===== config.mk =====
export PLATFORM = sky130hd
export DESIGN_NAME = sud_pre
export DESIGN_NICKNAME = d
export VERILOG_FILES = /design/src/rtl/sud_pkg.sv /design/src/rtl/sud_pre.sv
export SDC_FILE = /design/constraint.sdc
export NUM_CORES = 1
export LEC_CHECK = 0
export BUFFER_PORTS_ARGS = -buffer_cell sky130_fd_sc_hd__buf_2
export CAP_MARGIN = 40
export CORE_ASPECT_RATIO = 1.4
export CORE_MARGIN = 2
export CORE_UTILIZATION = 45
export CTS_CLUSTER_DIAMETER = 80
export CTS_CLUSTER_SIZE = 20
export DETAILED_ROUTE_END_ITERATION = 12
export GPL_TIMING_DRIVEN = 1
export PLACE_DENSITY = 0.78
export SKIP_CTS_REPAIR_TIMING = 1
export SLEW_MARGIN = 10
export SYNTH_ARGS = -nofsm -noshare
export SYNTH_HDL_FRONTEND = slang
export SYNTH_SLANG_ARGS = --single-unit

===== constraint.sdc =====
create_clock -name clk_i -period 1.6 [get_ports clk_i]
set_clock_uncertainty 0.2 [all_clocks]
set_input_delay 0.4 -clock clk_i [delete_from_list [all_inputs] [get_ports clk_i]]
set_output_delay 0.4 -clock clk_i [all_outputs]
set_load 0.005 [all_outputs]

===== src/rtl/sud_pkg.sv =====
`timescale 1ns / 1ps
// ----------------------------------------------------------------------------
// sud_pkg
// Shared types and constants for the pipelined signed/unsigned divider.
// ----------------------------------------------------------------------------
package sud_pkg;

  localparam int unsigned DIV_WIDTH = 32;

  typedef enum logic [1:0] {
    FUNC_UQUO = 2'd0,
    FUNC_UREM = 2'd1,
    FUNC_SQUO = 2'd2,
    FUNC_SREM = 2'd3
  } func_e;

  // control that travels with an item down the pipeline
  typedef struct packed {
    logic valid;
    logic rem_sel;
    logic neg_res;
    logic zero;
  } ctrl_t;

endpackage


===== src/rtl/sud_pre.sv =====
`timescale 1ns / 1ps
// ----------------------------------------------------------------------------
// sud_pre
// Input stage: decodes the operation, takes operand magnitudes and registers
// the item for the first step cell.
// ----------------------------------------------------------------------------
module sud_pre #(
  parameter int unsigned WIDTH = 32
) (
  input  logic                 clk_i,
  input  logic                 rst_ni,
  input  logic                 accept_i,
  input  logic [1:0]           func_i,
  input  logic [WIDTH-1:0]     dividend_i,
  input  logic [WIDTH-1:0]     divisor_i,
  output sud_pkg::ctrl_t       ctrl_o,
  output logic [WIDTH-1:0]     nq_o,
  output logic [WIDTH-1:0]     dvs_o
);
  import sud_pkg::*;

  logic           is_signed;
  logic           want_rem;
  logic           a_neg;
  logic           b_neg;
  logic [WIDTH-1:0] a_mag;
  logic [WIDTH-1:0] b_mag;
  ctrl_t          ctrl_d, ctrl_q;
  logic [WIDTH-1:0] nq_q;
  logic [WIDTH-1:0] dvs_q;

  always_comb begin
    unique case (func_e'(func_i))
      FUNC_UQUO: begin
        is_signed = 1'b0;
        want_rem  = 1'b0;
      end
      FUNC_UREM: begin
        is_signed = 1'b0;
        want_rem  = 1'b1;
      end
      FUNC_SQUO: begin
        is_signed = 1'b1;
        want_rem  = 1'b0;
      end
      default: begin
        is_signed = 1'b1;
        want_rem  = 1'b1;
      end
    endcase
    a_neg = is_signed & dividend_i[WIDTH-1];
    b_neg = is_signed & divisor_i[WIDTH-1];
    a_mag = a_neg ? (~dividend_i + {{(WIDTH-1){1'b0}}, 1'b1}) : dividend_i;
    b_mag = b_neg ? (~divisor_i + {{(WIDTH-1){1'b0}}, 1'b1}) : divisor_i;
    ctrl_d.valid   = accept_i;
    ctrl_d.rem_sel = want_rem;
    ctrl_d.neg_res = want_rem ? a_neg : (a_neg ^ b_neg);
    ctrl_d.zero    = (divisor_i == '0);
  end

  always_ff @(posedge clk_i or negedge rst_ni) begin
    if (!rst_ni) begin
      ctrl_q <= '0;
    end else begin
      ctrl_q <= ctrl_d;
    end
  end

  always_ff @(posedge clk_i) begin
    nq_q  <= a_mag;
    dvs_q <= b_mag;
  end

  assign ctrl_o = ctrl_q;
  assign nq_o   = nq_q;
  assign dvs_o  = dvs_q;

endmodule


==> reports/qor.yml <==
synth.area.top_cells: "dfxtp_1 (46%), xor2_1 (10%), xnor2_1 (8.4%)"
htree_num_levels: 3
core_area_mm2: 0.00613
synth_cells: 281
status: "complete, but fails checks"
fin_crit_ns: 1.78
grt.met3_usage: 0.0674
vias_per_cell: 5.09
drt_wl_total_um: 8450
crit_arrival_ns: 1.81
endpoint_kind: "flip-flop"
place_congestion: 0.738
hold_path_depth: 2
io_pins: 137
drive_above_1_share: 0.564
crit_chain: "buf_6 -> or4_4 -> nor4_4 -> and3_4 -> a21oi_2 -> xor2_1"
synth_top_family_by_area: "XOR/XNOR gates"
cts-root-buf: "clkbuf_8"
cp.required_ns: 1.62
grt_overflow_total: 0
layout.nets: 566
leakage_nw: 2.20
slew_headroom: 0.741
tightest_slew_ns: 0.386
fin_crit_sh: 1.11
cts_tree: "done"
place_ws_ns: -0.607
syn_area_mm2: 0.00280
ys_top_cells_by_count: "dfxtp_1 (64), xor2_1 (32), nor2_1 (31)"
yosys.area.top_type: "dfxtp_1"
synth_ff_type: "dfxtp_1"
design.die.area_mm2: 0.00688
synth_edf_count: 0
start_util: 0.457
ir_worst_vdd_mv: 0.559
async_reset_ff_frac: 0.0588
clockBufferDepth: 2
ys_ff_latch: 68
synth.top_cell.area_share: 0.457
yosysUniqueCellTypes: 36
ys_warn_count: 0
synthesis.nets: 352
row_count: 34
violations: "negative setup slack"
hpwl_um: 5960
max_freq_mhz: 561
syn2layout_area_growth_pct: 69.0
multi_input_area_mm2: 0.00169
route.vias.total: 2913
power_density_mw_per_mm2: 839
port_buffers: 136
met1_usage: 0.212
diodes: 0
drtIter0Drc: 95
grt_pass1_vias: 2808
min_to: "nq_o[26]$_DFF_P_"
clkTransAtPathRegs_ns: 0.07
crit_slowest_cell: "or4_4"
wl_per_cell_um: 14.8
die_h_um: 97.4
worstPathMaxFanout: 5
antenna_found_initial: 0
grt_pass1_wl_um: 11800
p_total_w: 0.00397
post_synth_fa_ha_maj_area_fraction: 0.00893
worstSetupStartpointType: "input port"
die_x_um: 70.7
hold_class: "in -> reg"
grt_use_met2: 0.405
grt_usage: 0.215
final_area_mm2: 0.00473
yosysMostFrequentCell: "dfxtp_1"
placed_area_mm2: 0.00421
grt_max_degree: 23
cts_buffers: 9
setup_viol: 34
synth_area_per_cell_um2: 9.97
min_from: "dividend_i[26]"
drt_first_pass_iters: 4
clkSinkCount: 68
postRouteAntennaNets: 0
synth_compound_gate_area_share: 0.111
max_stage_delay_ns: 0.56
seqCellArea_mm2: 0.00138
busiest_layer: "met2"
ys_seq_area_frac: 0.493
slew_viol_final: 0
nFillCells: 392
synthSimpleGateAreaFrac: 0.181
drcViolationCount: 0
synth.mux.area_fraction: 0
maxCapViolCount: 0
finalHoldViolCount: 0
worstSetupPathType: "in -> reg"
synth_xor_area_frac: 0.184
rsz0062_at_grt: "yes"
fin_ws_ns: -0.183
[layout by cell type, fill, tap and decap left out, drive strengths merged, types with 10 or more instances in the layout]
cell	Yosys	layout
xor2	32	32
o21ai	12	12
xnor2	27	27
buf	0	206
inv	10	10
nand2	14	14
dfxtp	64	64
a21oi	19	19
nor2	32	32
clkbuf	6	14
[layout make-up]
| class | instances | share of cell area |
|---|---|---|
| clock buffer | 14 | 0.0344 |
| clock inverter | 2 | 0.00211 |
| inverter | 10 | 0.0111 |
| multi-input combinational | 197 | 0.357 |
| sequential | 68 | 0.292 |
| tap | 72 | 0.0190 |
| timing repair buffer | 209 | 0.285 |
[per-stage QoR]
stage,util,instances,hold WS [ns],TNS [ns]
floorplan,-,281,-0.0956,-7.78
global placement,0.687,548,0.00386,-20.27
detailed placement,0.687,548,0.00883,-21.24
CTS,0.715,564,-0.368,-3.59
global route,0.773,572,0.0563,-4.66
finish,0.773,572,0.0678,-3.43
[flip-flops by register name (all words and copies together), names as in the netlist]
name,cells
dvs_o,32
nq_o,32
ctrl_o,4
[worst max path at each step]
stage / endpoint / cells after the start / startpoint / slack [ns]
after floorplan: nq_o[26]$_DFF_P_ / 7 / dividend_i[1] / -0.31
after global placement: nq_o[26]$_DFF_P_ / 9 / dividend_i[1] / -0.50
after detailed placement: nq_o[28]$_DFF_P_ / 9 / dividend_i[1] / -0.61
after CTS: nq_o[28]$_DFF_P_ / 9 / dividend_i[1] / -0.23
after global routing: dvs_o[26]$_DFF_P_ / 6 / divisor_i[20] / -0.23
final: dvs_o[26]$_DFF_P_ / 6 / divisor_i[20] / -0.18
[routing by layer]
metal  wire (um)  vias up  part of all wire
met5           0        -                 0
met4         187        0             0.022
met3         573       18             0.068
met2        4710      119              0.56
met1        2980     1380              0.35
li1            -     1396                 -
[critical path: cells and delay by family]
| family | cells | cell delay, ns |
|---|---|---|
| buf+inv | 1 | 0.09 |
| simple gates | 3 | 1.10 |
| compound gates | 1 | 0.07 |
| xor+xnor | 1 | 0.14 |
[report_power, final]
group          switching [W]  leakage, nW  internal, W
sequential         0.0000399        0.590      0.00186
combinational       0.000383         1.52     0.000427
clock               0.000613       0.0905     0.000645
total                0.00104         2.20      0.00294
[cell families after synthesis]
kind of cell	after synthesis
AOI/OAI and AO/OA	50
xor gates and xnor gates	59
adders and majority gates	2
buffers and inverters	16
DFF	68
and+or+nand+nor	86
Note: power is estimated with default switching activity, not from simulation.
