$ cat src/rtl/sud_pkg.sv
`timescale 1ns / 1ps
// ----------------------------------------------------------------------------
// sud_pkg
// Shared types and constants for the pipelined signed/unsigned divider.
// ----------------------------------------------------------------------------
package sud_pkg;

  localparam int unsigned DIV_WIDTH = 32;

  typedef enum logic [1:0] {
    FUNC_UQUO = 2'd0,
    FUNC_UREM = 2'd1,
    FUNC_SQUO = 2'd2,
    FUNC_SREM = 2'd3
  } func_e;

  // control that travels with an item down the pipeline
  typedef struct packed {
    logic valid;
    logic rem_sel;
    logic neg_res;
    logic zero;
  } ctrl_t;

endpackage

$ cat src/rtl/sud_post.sv
`timescale 1ns / 1ps
// ----------------------------------------------------------------------------
// sud_post
// Output stage: selects quotient or remainder, applies the sign and forces
// zero for a zero divisor, then registers the result and its strobe.
// ----------------------------------------------------------------------------
module sud_post #(
  parameter int unsigned WIDTH = 32
) (
  input  logic                 clk_i,
  input  logic                 rst_ni,
  input  sud_pkg::ctrl_t       ctrl_i,
  input  logic [WIDTH-1:0]     rem_i,
  input  logic [WIDTH-1:0]     quo_i,
  output logic                 valid_o,
  output logic [WIDTH-1:0]     result_o
);
  import sud_pkg::*;

  logic [WIDTH-1:0] sel;
  logic [WIDTH-1:0] result_d, result_q;
  logic             valid_q;

  always_comb begin
    sel = ctrl_i.rem_sel ? rem_i : quo_i;
    if (ctrl_i.zero) begin
      result_d = '0;
    end else if (ctrl_i.neg_res) begin
      result_d = ~sel + {{(WIDTH-1){1'b0}}, 1'b1};
    end else begin
      result_d = sel;
    end
  end

  always_ff @(posedge clk_i or negedge rst_ni) begin
    if (!rst_ni) begin
      valid_q <= 1'b0;
    end else begin
      valid_q <= ctrl_i.valid;
    end
  end

  always_ff @(posedge clk_i) begin
    result_q <= result_d;
  end

  assign valid_o  = valid_q;
  assign result_o = result_q;

endmodule

$ cat config.mk
export PLATFORM = sky130hd
export DESIGN_NAME = sud_post
export DESIGN_NICKNAME = d
export VERILOG_FILES = /design/src/rtl/sud_pkg.sv /design/src/rtl/sud_post.sv
export SDC_FILE = /design/constraint.sdc
export NUM_CORES = 1
export LEC_CHECK = 0
export BUFFER_PORTS_ARGS = -buffer_cell sky130_fd_sc_hd__buf_2
export CAP_MARGIN = 15
export CELL_PAD_IN_SITES_DETAIL_PLACEMENT = 1
export CELL_PAD_IN_SITES_GLOBAL_PLACEMENT = 1
export CORE_MARGIN = 2
export CORE_UTILIZATION = 30
export CTS_CLUSTER_SIZE = 28
export DETAILED_ROUTE_END_ITERATION = 10
export GPL_TIMING_DRIVEN = 1
export PLACE_DENSITY = 0.76
export SYNTH_ARGS = -nofsm -noshare
export SYNTH_HDL_FRONTEND = slang
export SYNTH_SLANG_ARGS = --single-unit
$ cat constraint.sdc
create_clock -name clk_i -period 0.8 [get_ports clk_i]
set_input_delay 0.16 -clock clk_i [delete_from_list [all_inputs] [get_ports clk_i]]
set_output_delay 0.16 -clock clk_i [all_outputs]
set_load 0.03 [all_outputs]
==> summary.md, run 1 <==
| Metric | Value |
|---|---|
| Clock network fraction of total power | 0.259 |
| Power Dens Cells | 1240 nW/um2 |
| Number of vias after detailed routing | roughly 4200 |
| Seq. cell area | 708 um2 |
| Warning count from the yosys run | 0 |
| Count of clock tree sinks | 33 |
| Min-Delay Path Class | in -> async |
| Residual overflow from global routing | 0 |
| Drt via density | 6.47 |
| Top area cells in the synthesized netlist | sky130_fd_sc_hd__dfxtp_1 26%, sky130_fd_sc_hd__mux2i_1 10%, sky130_fd_sc_hd__nor2_1 6.0% |
| Netlist area before placement | 2500 um2 |
| Fraction of final layout cells sized beyond drive strength 1 | 0.737 |
| Main flop type after synthesis | sky130_fd_sc_hd__dfxtp_1 |
| Most common library cells after synthesis | 40 x sky130_fd_sc_hd__nor2_1, 32 x sky130_fd_sc_hd__dfxtp_1, 26 x sky130_fd_sc_hd__mux2i_1 |
| Cell internal power dissipation | 0.00434 W |
| Vias in the first global route | 4356 |
| WL/cell | 33.3 um |
| Top-level I/O count | 103 |
| Worst supply voltage drop on vdd | about 700 uV |
| CTS root buffer | sky130_fd_sc_hd__clkbuf_8 |
| Share of synthesized registers carrying an async set or reset | 0.0303 |
| Floorplan die width | 95.3 um |
| Number of standard cells in the layout, taps in and fillers out | 644 |
| Drt total wl | 21.4 mm |
| Detailed Route Iter0 Violations | 422 |
| Multi-input gate area | ~2600 um2 |
| Max-slew violation count | 0 |
| Launching element type of the critical path | primary input |
| Most common cell in the netlist | sky130_fd_sc_hd__nor2_1 |
| Syn-to-layout area delta | 127% |
| Post-synthesis sequential area ratio | 0.266 |
| Comb power frac | 0.469 |
| Result of the run | finished with violations |
| DIE HEIGHT | between 90 and 100 um |
| Area of the core region | ~8100 um2 |
| Net count reported at finish | 609 |
| Number of antenna violations at the first check in global routing | 0 |
| Worst path required time | 1.00 ns |
| Leakage power figure | 2.53 nW |
| # H-tree levels | 2 |
| Worst slew margin relative to its limit | 0.583 |
| Max-cap violations | 0 |
| Global-route wire length before repair | between 20 and 30 mm |
| Number of cells after detailed placement | about 590 |
| Syn_nets | 371 |
| Number of nets with antenna violations after routing | 0 |
| Fin crit share | 2.82 |
| Maximum net fanout on the critical path | 8 |
| F_max | 0.444 GHz |
| Classification of the worst setup path | in -> reg |
| Placement Rows | 33 |
| Net switching share of the total power | 0.381 |
| Slew of the pin with the lowest slew margin | 0.622 ns |
| Starting density of the core | 0.307 |
| DPL Wire Length | 9.04 mm |
| Worst setup EP type | flop |
| Number of different library cells in the post-synthesis netlist | 60 |
| RSZ-0062 raised after global routing | yes |
| Routability-driven placement congestion ratio | 0.875 |
| Final critical-path required period | between 2 and 2.5 ns |
| Final number of setup-violating endpoints | 65 |
| Antenna fix cells | 0 |
| Number of CTS-inserted buffers | 5 |
| Clock transition at the registers of the reported paths | 0.09 ns |
| Average cell area after synthesis | approximately 8.3 um2 |
| Sequential group share of total power | 0.272 |
| Final Hold Fails | 0 |
| Total net switching power | 0.00268 W |
| Final critical-path setup slack | -1.45 ns |
| Failing checks | negative setup slack |
| Number of synthesized flops with an enable pin | 0 |
| Clock tree from TritonCTS | built |
| Die area | around 9100 um2 |
| Number of inserted filler cells in the final layout | 865 |
| DR pass1 iterations | 6 |
| Data arrival time of the worst path | 2.45 ns |
| Buffer levels on the longest clock path | 2 |
| Area share of the largest cell type after synthesis | 0.256 |
| Most area-hungry cell type in the Yosys netlist | sky130_fd_sc_hd__dfxtp_1 |
| Global routing usage summed across all routing layers | 0.380 |
| Register bit total from synthesis | 33 |
| Total negative setup slack | -35.84 ns |
| Buffers on Ports | about 100 |
| Maximum number of pins on one net before global-route repair | 18 |
| Number of instances in the synthesized netlist | 300 |
| Drc violations | 0 |
sequential cells by signal, summed over array words and instances (netlist names):
name	cells
result_o	32
valid_o	1
cells in the final DEF (no fill, tap or decap), types with 4 or more instances in the layout:
cell / instances
sky130_fd_sc_hd__mux2_2: 6
sky130_fd_sc_hd__nor3_1: 9
sky130_fd_sc_hd__xnor2_2: 5
sky130_fd_sc_hd__dfxtp_2: 31
sky130_fd_sc_hd__xnor2_1: 6
sky130_fd_sc_hd__or4_4: 5
sky130_fd_sc_hd__buf_4: 99
sky130_fd_sc_hd__mux2_4: 4
sky130_fd_sc_hd__buf_12: 7
sky130_fd_sc_hd__a21oi_1: 9
sky130_fd_sc_hd__inv_1: 4
sky130_fd_sc_hd__or3_1: 4
sky130_fd_sc_hd__o41ai_4: 5
sky130_fd_sc_hd__nor3b_2: 4
sky130_fd_sc_hd__buf_2: 68
sky130_fd_sc_hd__nor3_4: 8
sky130_fd_sc_hd__a21oi_2: 8
sky130_fd_sc_hd__or3_4: 5
sky130_fd_sc_hd__nand2_1: 6
sky130_fd_sc_hd__o21a_1: 5
sky130_fd_sc_hd__mux2i_1: 24
sky130_fd_sc_hd__buf_6: 64
sky130_fd_sc_hd__buf_16: 4
sky130_fd_sc_hd__nor2b_1: 4
sky130_fd_sc_hd__o31ai_4: 5
sky130_fd_sc_hd__nor2_1: 33
sky130_fd_sc_hd__nor2_2: 5
sky130_fd_sc_hd__clkbuf_8: 6
power by group through the flow:
stage | clock, W | sequential (W) | combinational, W
2_1_floorplan | 0 | 0.00216 | 0.000780
3_3_place_gp | 0 | 0.00186 | 0.00195
4_1_cts | 0.00175 | 0.00189 | 0.00260
3_5_place_dp | 0 | 0.00186 | 0.00204
6_report | 0.00182 | 0.00191 | 0.00329
5_1_grt | 0.00189 | 0.00192 | 0.00338
final cells by class:
| cell class | count | share of cell area |
|---|---|---|
| sequential | 33 | 0.125 |
| timing repair buffer | 247 | 0.377 |
| tap | 105 | 0.0232 |
| multi-input combinational | 247 | 0.452 |
| inverter | 4 | 0.00265 |
| clock buffer | 7 | 0.0152 |
| clock inverter | 1 | 0.00529 |
cells by family after synthesis:
| logic type | synth area share |
|---|---|
| DFF | 0.266 |
| xor gates and xnor gates | 0.0526 |
| muxes | 0.149 |
| buffers and inverters | 0.0351 |
| and+or+nand+nor | 0.259 |
| AOI/OAI and AO/OA | 0.233 |
| adders and majority gates | 0.00501 |
layer usage:
layer | vias up | GRT usage | share of wire | wire, um
li1 | 1628 | - | - | -
met5 | - | 0 | 0 | 0
met4 | 0 | 0.267 | 0.088 | 1880
met3 | 149 | 0.105 | 0.093 | 1980
met1 | 2034 | 0.398 | 0.36 | 7700
met2 | 355 | 0.655 | 0.46 | 9860
path summary, 6_finish.rpt:
kind                            from                       to  slack (ns)  cells after the start
setup / recovery           ctrl_i[2]  result_o[29]$_SDFF_PP0_       -1.45                      8
hold / removal                rst_ni        valid_o$_DFF_PN0_        0.17                      2
max in group asynchronous     rst_ni        valid_o$_DFF_PN0_        0.54                      2
min in group clk_i         rem_i[31]  result_o[31]$_SDFF_PP0_        0.29                      4
metrics by stage:
step	utilization	instance area (um2)	worst slack, ns	hold slack [ns]	total power [W]
after CTS	0.626	5090	-1.24	0.155	0.00624
final	0.697	5670	-1.45	0.174	0.00702
after floorplan	-	2690	-1.62	-0.136	0.00294
after global placement	0.490	3990	-1.56	-0.0655	0.00381
after detailed placement	0.490	3990	-1.68	-0.0629	0.00390
after global routing	0.697	5670	-1.41	0.187	0.00718
critical path: stages:
cell and delay (ns):
sky130_fd_sc_hd__buf_12 0.13, sky130_fd_sc_hd__clkbuf_16 0.16, sky130_fd_sc_hd__buf_4 0.17, sky130_fd_sc_hd__nor3_4 0.32, sky130_fd_sc_hd__o22ai_1 0.19, sky130_fd_sc_hd__or4_4 0.57
sky130_fd_sc_hd__o41ai_4 0.37, sky130_fd_sc_hd__mux2_4 0.36
repair_timing:
item                                   4_1_cts  5_1_grt
endpoints found under the hold margin        2        0
gates resized for setup                    182       82
hold buffers                                 2        0
gates cloned                                 3        2
setup buffers                               20       24
pin swaps                                   31       50
setup endpoints to repair                   65       65
(Power assumes the default switching activity.)
==> run 2, diff against run 1 <==
--- a/config.mk
+++ b/config.mk
@@ -9,6 +9,7 @@
 export CAP_MARGIN = 15
 export CELL_PAD_IN_SITES_DETAIL_PLACEMENT = 1
 export CELL_PAD_IN_SITES_GLOBAL_PLACEMENT = 1
+export CORE_ASPECT_RATIO = 0.9
 export CORE_MARGIN = 2
 export CORE_UTILIZATION = 30
 export CTS_CLUSTER_SIZE = 28
==> run 2 against run 1 <==
  * The flow still finishes with violations (negative setup slack)
  * Non-clock buffer count down 14
  * Die area about the same
  * Sequential share of layout area is 0.66 points higher
  * Critical path depth decreased by 2
  * Final area down 5.4%
  * Via count decreased by 10%
  * Sequential power is essentially flat
  * First-iteration DRC count decreased by 55%
==> summary.md, run 2 (synthesis results as in run 1) <==
| Metric | Value |
|---|---|
| Final number of setup-violating endpoints | 64 |
| Buffer levels on the longest clock path | 2 |
| Drt via density | 6.01 |
| Drt total wl | 17.5 mm |
| Top-level I/O count | a little over 100 |
| Global-route wire length before repair | 22.3 mm |
| Vias in the first global route | 3998 |
| RSZ-0062 raised after global routing | yes |
| Max-cap violations | 0 |
| Starting density of the core | 0.310 |
| DIE HEIGHT | a little over 90 um |
| Antenna fix cells | 0 |
| Floorplan die width | 100 um |
| Number of CTS-inserted buffers | 5 |
| WL/cell | 28.0 um |
| Die area | 9080 um2 |
| Final critical-path required period | 2.01 ns |
| Most common cell after layout, fill and taps aside | sky130_fd_sc_hd__buf_4 |
| Placement Rows | 31 |
| Net count reported at finish | 595 |
| Buffers on Ports | 102 |
| Critical Path, Cell by Cell | buf_2 -> or4b_4 -> a22o_4 -> or4_4 -> o31ai_4 -> mux2_4 |
| Worst path required time | 1.00 ns |
| Global routing usage summed across all routing layers | 0.316 |
| Max-slew violation count | 0 |
| Total buffers and inverters traversed by the critical path | 1 |
| Number of stages on the worst setup path | 6 |
| Flip-flop count of the largest register, all copies and words added | 32 |
| Worst path slowest cell | sky130_fd_sc_hd__or4b_4 |
| Syn-to-layout area delta | 115% |
| Fin crit share | 2.52 |
| Area post-placement | between 3000 and 4000 um2 |
| Failing checks | negative setup slack |
| Classification of the worst setup path | in -> reg |
| Leakage power figure | 2.40 nW |
| Worst supply voltage drop on vdd | 545 uV |
| Count of clock tree sinks | 33 |
| Final Hold Fails | 0 |
| CTS root buffer | sky130_fd_sc_hd__clkbuf_8 |
| Delay of the slowest critical-path stage | 0.55 ns |
| Fraction of final layout cells sized beyond drive strength 1 | 0.720 |
| Most frequent cells in the layout | 98 x sky130_fd_sc_hd__buf_4, 67 x sky130_fd_sc_hd__buf_2, 56 x sky130_fd_sc_hd__buf_6 |
| # H-tree levels | 2 |
| Data arrival time of the worst path | 2.21 ns |
| Worst slew margin relative to its limit | 0.639 |
| Slew of the pin with the lowest slew margin | between 0.5 and 0.6 ns |
| Maximum number of pins on one net before global-route repair | 16 |
| Routability-driven placement congestion ratio | 0.848 |
| DR pass1 iterations | 5 |
| Worst setup EP type | flop |
| Worst slack after detailed placement | -1.71 ns |
| Top cell family by delay on the critical path | simple AND/OR/NAND/NOR gates |
| Result of the run | finished with violations |
| F_max | a little under 0.5 GHz |
| Clock tree from TritonCTS | built |
| Number of nets with antenna violations after routing | 0 |
| Area of the core region | 8070 um2 |
| Number of antenna violations at the first check in global routing | 0 |
| Power Dens Cells | between 1000 and 1500 nW/um2 |
| Final standard cell area without fillers | approximately 5400 um2 |
| Residual overflow from global routing | 0 |
| Maximum net fanout on the critical path | 3 |
| Min-Delay Path Class | in -> async |
| Clock transition at the registers of the reported paths | 0.09 ns |
| DPL Wire Length | 8.36 mm |
| Final critical-path setup slack | -1.21 ns |
| Launching element type of the critical path | primary input |
| Drc violations | 0 |
| Number of vias after detailed routing | 3751 |
| Detailed Route Iter0 Violations | 188 |
run 2: worst paths after layout:
check / startpoint / to / slack, ns
hold / removal: rst_ni / valid_o$_DFF_PN0_ / 0.18
min in group clk_i: quo_i[0] / result_o[0]$_SDFF_PP0_ / 0.22
setup / recovery: rem_i[17] / result_o[27]$_SDFF_PP0_ / -1.21
max in group asynchronous: rst_ni / valid_o$_DFF_PN0_ / 0.53
run 2: through the flow:
stage	total power (W)	utilization	hold WS, ns	TNS (ns)	instances
3_3_place_gp	0.00379	0.489	-0.0658	-41.06	584
6_report	0.00630	0.665	0.182	-31.20	624
4_1_cts	0.00572	0.607	0.153	-27.92	612
2_1_floorplan	0.00294	-	-0.136	-33.43	300
3_5_place_dp	0.00385	0.489	-0.0637	-44.57	584
5_1_grt	0.00646	0.665	0.200	-32.48	624
run 2: final cells by class:
class,instances,area [um2]
flip-flops and latches,33,706
inverters,4,15.0
clock inverters,2,10.0
repair buffers,233,1930
well taps,99,124
clock buffers,6,72.6
fillers,860,2700
multi-input cells,247,2510
run 2: power breakdown:
| part | switching [W] | total, W | internal (W) |
|---|---|---|---|
| Combinational | 0.00160 | 0.00300 | 0.00140 |
| Sequential | 0.0000841 | 0.00190 | 0.00182 |
| Clock | 0.000786 | 0.00139 | 0.000607 |
run 2: what timing repair did:
item	in CTS	in global routing
hold buffers	2	0
endpoints found under the setup margin	65	64
buffers inserted	17	14
resized for setup	179	68
hold endpoints to repair	2	0
pin swaps	36	46
cloned	2	1
run 2: per-layer routing:
| metal | wire length (um) | GRT usage | vias up |
|---|---|---|---|
| met5 | 0 | 0 | - |
| met4 | 1140 | 0.120 | 0 |
| met3 | 1130 | 0.0619 | 95 |
| met2 | 8340 | 0.560 | 229 |
| met1 | 6880 | 0.370 | 1828 |
| li1 | - | - | 1599 |
==> run 3, diff against run 2 <==
--- a/config.mk
+++ b/config.mk
@@ -16,6 +16,7 @@
 export DETAILED_ROUTE_END_ITERATION = 10
 export GPL_TIMING_DRIVEN = 1
 export PLACE_DENSITY = 0.76
+export SKIP_LAST_GASP = 1
 export SYNTH_ARGS = -nofsm -noshare
 export SYNTH_HDL_FRONTEND = slang
 export SYNTH_SLANG_ARGS = --single-unit
==> run 3 against run 2 <==
  * The flow still finishes with violations (negative setup slack)
  * Utilization is 2.2 points lower
  * Clock power hardly changed
  * Combinational power is 5% lower
  * Critical path depth up 2
  * Final cell count increased by 0.32%
  * Critical path type unchanged
  * Critical endpoint is now result_o[26]$_SDFF_PP0_
  * Highest routed layer unchanged
==> summary.md, run 3 (synthesis results as in run 1) <==
| Metric | Value |
|---|---|
| Result of the run | finished with violations |
| Failing checks | negative setup slack |
| Number of inserted filler cells in the final layout | 887 |
| Number of vias after detailed routing | 3845 |
| Total negative setup slack | -32.22 ns |
| Leakage power figure | 2.31 nW |
| Maximum number of pins on one net before global-route repair | 16 |
| WL/cell | approximately 27 um |
| Fin crit share | 2.61 |
| Total net switching power | ~0.0024 W |
| Global routing usage summed across all routing layers | 0.311 |
| Syn-to-layout area delta | 108% |
| Final number of setup-violating endpoints | 64 |
| CTS root buffer | sky130_fd_sc_hd__clkbuf_8 |
| Most common cell after layout, fill and taps aside | sky130_fd_sc_hd__buf_4 |
| Power Dens Cells | approximately 1200 nW/um2 |
| Clock transition at the registers of the reported paths | 0.09 ns |
| Clock network fraction of total power | 0.225 |
| Worst setup EP type | flop |
| Count of clock tree sinks | 33 |
| Routability-driven placement congestion ratio | 0.848 |
| Maximum net fanout on the critical path | 7 |
| Worst path slowest cell | sky130_fd_sc_hd__a222oi_1 |
| Die area | 9080 um2 |
| Critical Path Most Common Cell | sky130_fd_sc_hd__buf_12 |
| Launching element type of the critical path | primary input |
| Flip-flop count of the largest register, all copies and words added | 32 |
| F_max | 0.479 GHz |
| Clock tree from TritonCTS | built |
| Drt via density | slightly above 6 |
| Drt total wl | between 15 and 20 mm |
| Area of the core region | ~8100 um2 |
| DIE HEIGHT | 90.6 um |
| Detailed Route Iter0 Violations | roughly 290 |
| Max-cap violations | 0 |
| Worst slew margin relative to its limit | 0.655 |
| Top-level I/O count | 103 |
| Fraction of final layout cells sized beyond drive strength 1 | 0.693 |
| Multi-input gate area | between 2000 and 2500 um2 |
| Min-Delay Path Class | in -> async |
| Final critical-path required period | 2.09 ns |
| Worst path required time | 1.00 ns |
| DR pass1 iterations | 5 |
| Critical Path, Cell by Cell | buf_12 -> buf_12 -> or3_1 -> a222oi_1 -> buf_4 -> nand3_4 -> o41ai_4 -> mux2_4 |
| Residual overflow from global routing | 0 |
| Number of CTS-inserted buffers | 5 |
| Net switching share of the total power | 0.386 |
| Starting density of the core | 0.310 |
| Final Hold Fails | 0 |
| Drc violations | 0 |
| Buffer levels on the longest clock path | 2 |
| Number of cells after detailed placement | 584 |
| Global-route wire length before repair | between 20 and 25 mm |
| Floorplan die width | around 100 um |
| Data arrival time of the worst path | ~2.3 ns |
| Most frequent cells in the layout | 113 x sky130_fd_sc_hd__buf_4, 65 x sky130_fd_sc_hd__buf_2, 48 x sky130_fd_sc_hd__buf_6 |
| Number of nets with antenna violations after routing | 0 |
| Seq. cell area | 706 um2 |
| Number of standard cells in the layout, taps in and fillers out | 626 |
| Comb power frac | 0.467 |
| Max-slew violation count | 0 |
| Sequential group share of total power | 0.309 |
| Number of antenna violations at the first check in global routing | 0 |
| Worst supply voltage drop on vdd | roughly 700 uV |
| Cell internal power dissipation | between 0.003 and 0.004 W |
| Delay of the slowest critical-path stage | 0.44 ns |
| Final critical-path setup slack | -1.29 ns |
| Utilization of the core after routing | 0.644 |
| Classification of the worst setup path | in -> reg |
| RSZ-0062 raised after global routing | yes |
| # H-tree levels | 2 |
| Slew of the pin with the lowest slew margin | 0.515 ns |
| Buffers on Ports | 102 |
| Antenna fix cells | 0 |
| Placement Rows | 31 |
| DPL Wire Length | 8.36 mm |
| Vias in the first global route | 4017 |
| Net count reported at finish | 597 |
[run 3: per-stage QoR]
| step | setup WS [ns] | total power (W) | hold WS [ns] | instance area, um2 |
|---|---|---|---|---|
| final | -1.29 | 0.00614 | 0.161 | 5190 |
| after floorplan | -1.62 | 0.00294 | -0.136 | 2690 |
| after global placement | -1.69 | 0.00379 | -0.0658 | 3950 |
| after CTS | -1.14 | 0.00570 | 0.153 | 4850 |
| after detailed placement | -1.71 | 0.00385 | -0.0637 | 3950 |
| after global routing | -1.28 | 0.00632 | 0.179 | 5190 |
[run 3: worst max-delay path by stage]
| stage | end | depth (start not counted) | from |
|---|---|---|---|
| detailed placement | result_o[28]$_SDFF_PP0_ | 10 | ctrl_i[2] |
| CTS | result_o[27]$_SDFF_PP0_ | 7 | ctrl_i[2] |
| global placement | result_o[28]$_SDFF_PP0_ | 10 | ctrl_i[2] |
| global route | result_o[26]$_SDFF_PP0_ | 8 | ctrl_i[2] |
| finish | result_o[26]$_SDFF_PP0_ | 8 | ctrl_i[2] |
| floorplan | result_o[26]$_SDFF_PP0_ | 12 | ctrl_i[2] |
[run 3: cell type report]
| cell class | instances | area share |
|---|---|---|
| Clock buffer | 6 | 0.0140 |
| Clock inverter | 2 | 0.00193 |
| Inverter | 4 | 0.00289 |
| Multi-Input combinational cell | 247 | 0.460 |
| Sequential cell | 33 | 0.136 |
| Tap cell | 99 | 0.0239 |
| Timing Repair Buffer | 235 | 0.362 |
[run 3: critical path, delay by kind of cell]
kind,cells,cell delay [ns]
AO/OA/AOI/OAI,2,0.80
buffers and inverters,3,0.45
AND/OR/NAND/NOR,2,0.53
multiplexers,1,0.35
[run 3: what timing repair did]
action,CTS,global route
hold endpoints to repair,2,0
resized for setup,168,47
hold buffers,2,0
endpoints found under the setup margin,65,64
gates cloned,2,0
pin swaps,36,25
setup buffers,17,16
[run 3: metal layers]
layer  up-vias  global-route usage  wire length, um
met1      1843               0.340             6310
met3       104              0.0774             1270
met2       299               0.555             8000
li1       1599                   -                -
met5         -                   0                0
met4         0               0.150             1060
[run 3: power by group through the flow]
stage / Clock, W / Sequential, W / Combinational (W)
floorplan: 0 / 0.00216 / 0.000780
global placement: 0 / 0.00186 / 0.00193
detailed placement: 0 / 0.00186 / 0.00199
CTS: 0.00136 / 0.00189 / 0.00245
global route: 0.00144 / 0.00191 / 0.00296
finish: 0.00138 / 0.00190 / 0.00286
